<file path="src/sv/tmbp_pkg.sv">
// Shared types and constants for the tile map background pixel block.
// No dependencies; used by tmbp_vram, tmbp_ctrl, tmbp_datapath and the top level.
package tmbp_pkg;

    localparam int VRAM_BYTES = 8192;
    localparam int VRAM_AW    = $clog2(VRAM_BYTES);
    localparam int WORD_AW    = VRAM_AW - 1;      // even/odd byte pair per word
    localparam int VRAM_WORDS = VRAM_BYTES / 2;

    localparam logic [VRAM_AW-1:0] MAP_BASE_0 = 13'h1800;
    localparam logic [VRAM_AW-1:0] MAP_BASE_1 = 13'h1C00;

    localparam int CFG_IDX_W = 3;
    localparam int CFG_DATA_W = 8;

    localparam logic [CFG_IDX_W-1:0] REG_SCROLL_X      = 3'd0;
    localparam logic [CFG_IDX_W-1:0] REG_SCROLL_Y      = 3'd1;
    localparam logic [CFG_IDX_W-1:0] REG_MAP_SELECT    = 3'd2;
    localparam logic [CFG_IDX_W-1:0] REG_TILE_UNSIGNED = 3'd3;
    localparam logic [CFG_IDX_W-1:0] REG_PALETTE       = 3'd4;

    localparam logic REQ_WRITE = 1'b0;
    localparam logic REQ_PIXEL = 1'b1;

    typedef struct packed {
        logic byte_wr;     // store accepted write word
        logic clear_wr;    // zero one memory word, advance clear pointer
        logic latch;       // capture accepted pixel request
        logic map_rd;      // read tile map entry
        logic tile_rd;     // read tile row plane pair
        logic out_load;    // load result register
    } tmbp_cmd_t;

    typedef struct packed {
        logic is_write;
        logic in_screen;
        logic clear_last;
        logic out_free;
    } tmbp_status_t;

endpackage

</file>
<file path="src/sv/tmbp_ctrl.sv">
// Sequencer for the tile map background pixel block: clear pass, accept, map read,
// tile read, result load. Depends on tmbp_pkg for command and status structs.
module tmbp_ctrl (
    input  logic                   aclk,
    input  logic                   aresetn,
    input  logic                   s_valid,
    output logic                   s_ready,
    input  tmbp_pkg::tmbp_status_t status,
    output tmbp_pkg::tmbp_cmd_t    cmd
);

    typedef enum logic [4:0] {
        ST_CLEAR = 5'b00001,
        ST_IDLE  = 5'b00010,
        ST_MAP   = 5'b00100,
        ST_TILE  = 5'b01000,
        ST_SHADE = 5'b10000
    } state_t;

    state_t state_reg, state_next;

    assign s_ready = (state_reg == ST_IDLE);

    always_comb begin
        state_next = state_reg;
        cmd        = '0;
        case (state_reg)
            ST_CLEAR: begin
                cmd.clear_wr = 1'b1;
                if (status.clear_last) begin
                    state_next = ST_IDLE;
                end
            end
            ST_IDLE: begin
                if (s_valid) begin
                    if (status.is_write) begin
                        cmd.byte_wr = 1'b1;
                    end else if (status.in_screen) begin
                        cmd.latch  = 1'b1;
                        state_next = ST_MAP;
                    end
                    // off-screen pixel: accepted and dropped
                end
            end
            ST_MAP: begin
                cmd.map_rd = 1'b1;
                state_next = ST_TILE;
            end
            ST_TILE: begin
                cmd.tile_rd = 1'b1;
                state_next  = ST_SHADE;
            end
            ST_SHADE: begin
                if (status.out_free) begin
                    cmd.out_load = 1'b1;
                    state_next   = ST_IDLE;
                end
            end
            default: begin
                state_next = ST_IDLE;
            end
        endcase
    end

    always_ff @(posedge aclk) begin
        if (!aresetn) begin
            state_reg <= ST_CLEAR;
        end else begin
            state_reg <= state_next;
        end
    end

endmodule

</file>
<file path="config.mk">
export PLATFORM = sky130hd
export DESIGN_NAME = tmbp_ctrl
export DESIGN_NICKNAME = d
export VERILOG_FILES = /design/src/sv/tmbp_pkg.sv /design/src/sv/tmbp_ctrl.sv
export SDC_FILE = /design/constraint.sdc
export NUM_CORES = 1
export LEC_CHECK = 0
export BUFFER_PORTS_ARGS = -buffer_cell sky130_fd_sc_hd__buf_2
export CAP_MARGIN = 25
export CORE_AREA = 2 2 39 41
export CTS_CLUSTER_DIAMETER = 120
export CTS_CLUSTER_SIZE = 20
export DETAILED_ROUTE_END_ITERATION = 8
export DIE_AREA = 0 0 41 43
export SLEW_MARGIN = 20
export SYNTH_ARGS = -nofsm -noshare
export SYNTH_HDL_FRONTEND = slang
export SYNTH_SLANG_ARGS = --single-unit
</file>
<file path="constraint.sdc">
create_clock -name aclk -period 2.1 [get_ports aclk]
set_clock_uncertainty 0.1 [all_clocks]
set_input_delay 0.315 -clock aclk [delete_from_list [all_inputs] [get_ports aclk]]
set_output_delay 0.315 -clock aclk [all_outputs]
set_load 0.02 [all_outputs]
</file>
==> reports/metrics.yaml <==
global_routing:
  grt_start_max_net_pins: 10
  grt_usage: 0.0905
  grt_pass1_vias: 252
  globalRouteOverflowTotal: 0
  antenna_found_initial: 0
  grt_pass1_wl_mm: 1.01
yosys:
  yosys-top-cells-area: "dfxtp_1 31%, nor3b_1 9.4%, o41ai_4 8.7%"
  ys_ff_latch: 5
  yosysSeqAreaShare: 0.315
  synth_cell_types: 21
  synthCells: 35
  syn_nets: 42
  synth_top_area_cell: "dfxtp_1"
  yosysWarnings: 0
  yosysTopAreaCellShare: 0.315
  netlist_area_um2: 318
  avgSynthCellArea_um2: 9.08
detailed_routing:
  via_count: 328
  drt_iter0_drc: 5
  drc: 0
  wl_per_cell_um: 11.4
  drt_first_pass_iters: 4
  postRouteAntennaNets: 0
  routed_wl_um: 752
  routed_via_density: 4.97
sta:
  worstMarginPinSlew_ps: 407
  rsz0062_at_grt: "false"
  tns_ps: 0
  fin_ws_ps: 269
  slew_violations: 0
  fin_crit_sh: 0.872
  max_slew_margin: 0.728
  hold_viol_final: 0
  max_freq_ghz: 0.546
  setup_viol: 0
  final.min_clock_period_ps: 1830
critical_path:
  critPathLaunchType: "flip-flop"
  crit_arrival_ps: 1420
  path_cells: "nor3_2 > nand2_1 > inv_1 > and3_1 > buf_2"
  crit_path_end_kind: "primary output"
  cpPeakStageDelay_ps: 400
  critical_path_class: "reg2out"
  critPathMaxFanout: 9
  crit_slowest_cell: "dfxtp_1"
  cp.required_ps: 1680
job:
  cap_violations: 0
place:
  dp.cells: 62
  place_ws_ps: 529
  gp_congestion: 0.649
  port-buffer-count: 13
die:
  rows: 14
  die_area_um2: 1760
  die_h_um: 43
  design.core.area_um2: 1380
  start_util: 0.230
  die_w_um: 41
  ios: 14
final_layout:
  antenna_cells: 0
  final_cell_mix: "13 x buf_2, 5 x dfxtp_1, 4 x nor3b_1"
  fin_cells: 66
  final_util: 0.297
  largest_reg_flops: 5
  n_fill_cell: 151
  area_delta_synth_final_pct: 29.1
  nNetsFinal: 58
  final_common_cell: "buf_2"
  drive_above_1_share: 0.380
clock_tree:
  htreeDepth: 1
  clockBufferDepth: 2
  cts_sinks: 5
  insertion_delay_ps: 240
  cts_hold_buf: 0
  post_cts_buffers: 0
  cts_tree: "done"
  cts_resized: 0
  cts-buffers-inserted: 3
  path_clk_slew_ps: 40
  cts-root-buf: "clkbuf_4"
hold_path:
  hp-class: "in2reg"
power:
  power_uw: 258
  power.leakage_nw: 0.185
  vdd_ir_drop_max_uv: 424
  p_per_area_nw_per_um2: 630
status:
  status: "completed"
synthesized netlist by cell type:
cell type,number
a211oi_1,1
or3_4,1
nand3b_1,1
o41ai_4,1
buf_4,1
nor2_1,1
o21ai_0,1
a311oi_1,1
nor3b_1,4
buf_6,1
o31a_1,1
dfxtp_1,5
nor3_2,1
a21oi_1,1
nor3_1,1
and2_1,1
nor2b_1,2
and3_1,2
inv_1,3
nor4_1,3
nand2_1,2
worst paths after layout:
path	startpoint	endpoint	slack [ps]	cells after the start
max reg2reg	state_reg[3]	state_reg[3]	560	3
min reg2reg	state_reg[2]	state_reg[4]	420	1
max	state_reg[3]	cmd[5]	270	5
min	aresetn	state_reg[0]	210	2
logic make-up after synthesis:
kind of cell / after synthesis / synth area share
AO/OA/AOI/OAI: 6 / 0.197
flip-flops: 5 / 0.315
AND/OR/NAND/NOR: 19 / 0.394
buffers and inverters: 5 / 0.0945
power breakdown:
part,internal [mW],leakage (nW),switching (mW),total [mW]
Sequential,0.0991,0.0410,0.00559,0.105
Combinational,0.0201,0.130,0.0247,0.0448
Clock,0.0717,0.0150,0.0373,0.109
layer usage:
layer / track usage / routed length (um) / up-vias / share of wire
li1: - / - / 157 / -
met1: 0.107 / 303 / 153 / 0.40
met2: 0.122 / 368 / 18 / 0.49
met3: 0.0785 / 80 / 0 / 0.11
met4: 0.0200 / 0 / 0 / 0
met5: 0 / 0 / - / 0
per-stage QoR:
step	hold WS, ps	area (um^2)
finish	209	410
global placement	412	384
floorplan	291	318
CTS	202	410
global route	200	410
detailed placement	417	384
area by class of cell:
type | count | area, um^2 | share of cell area
flip-flops and latches | 5 | 100 | 0.244
well taps | 16 | 20.0 | 0.0488
multi-input cells | 25 | 188 | 0.457
repair buffers | 13 | 65.1 | 0.159
inverters | 3 | 11.3 | 0.0274
clock buffers | 4 | 26.3 | 0.0640
worst max-delay path: cells and delay by family, from the launching register on:
family                 cells  cell delay, ps
AND/OR/NAND/NOR            3             540
flip-flops                 1             400
buffers and inverters      2             240
(Power assumes the default switching activity.)
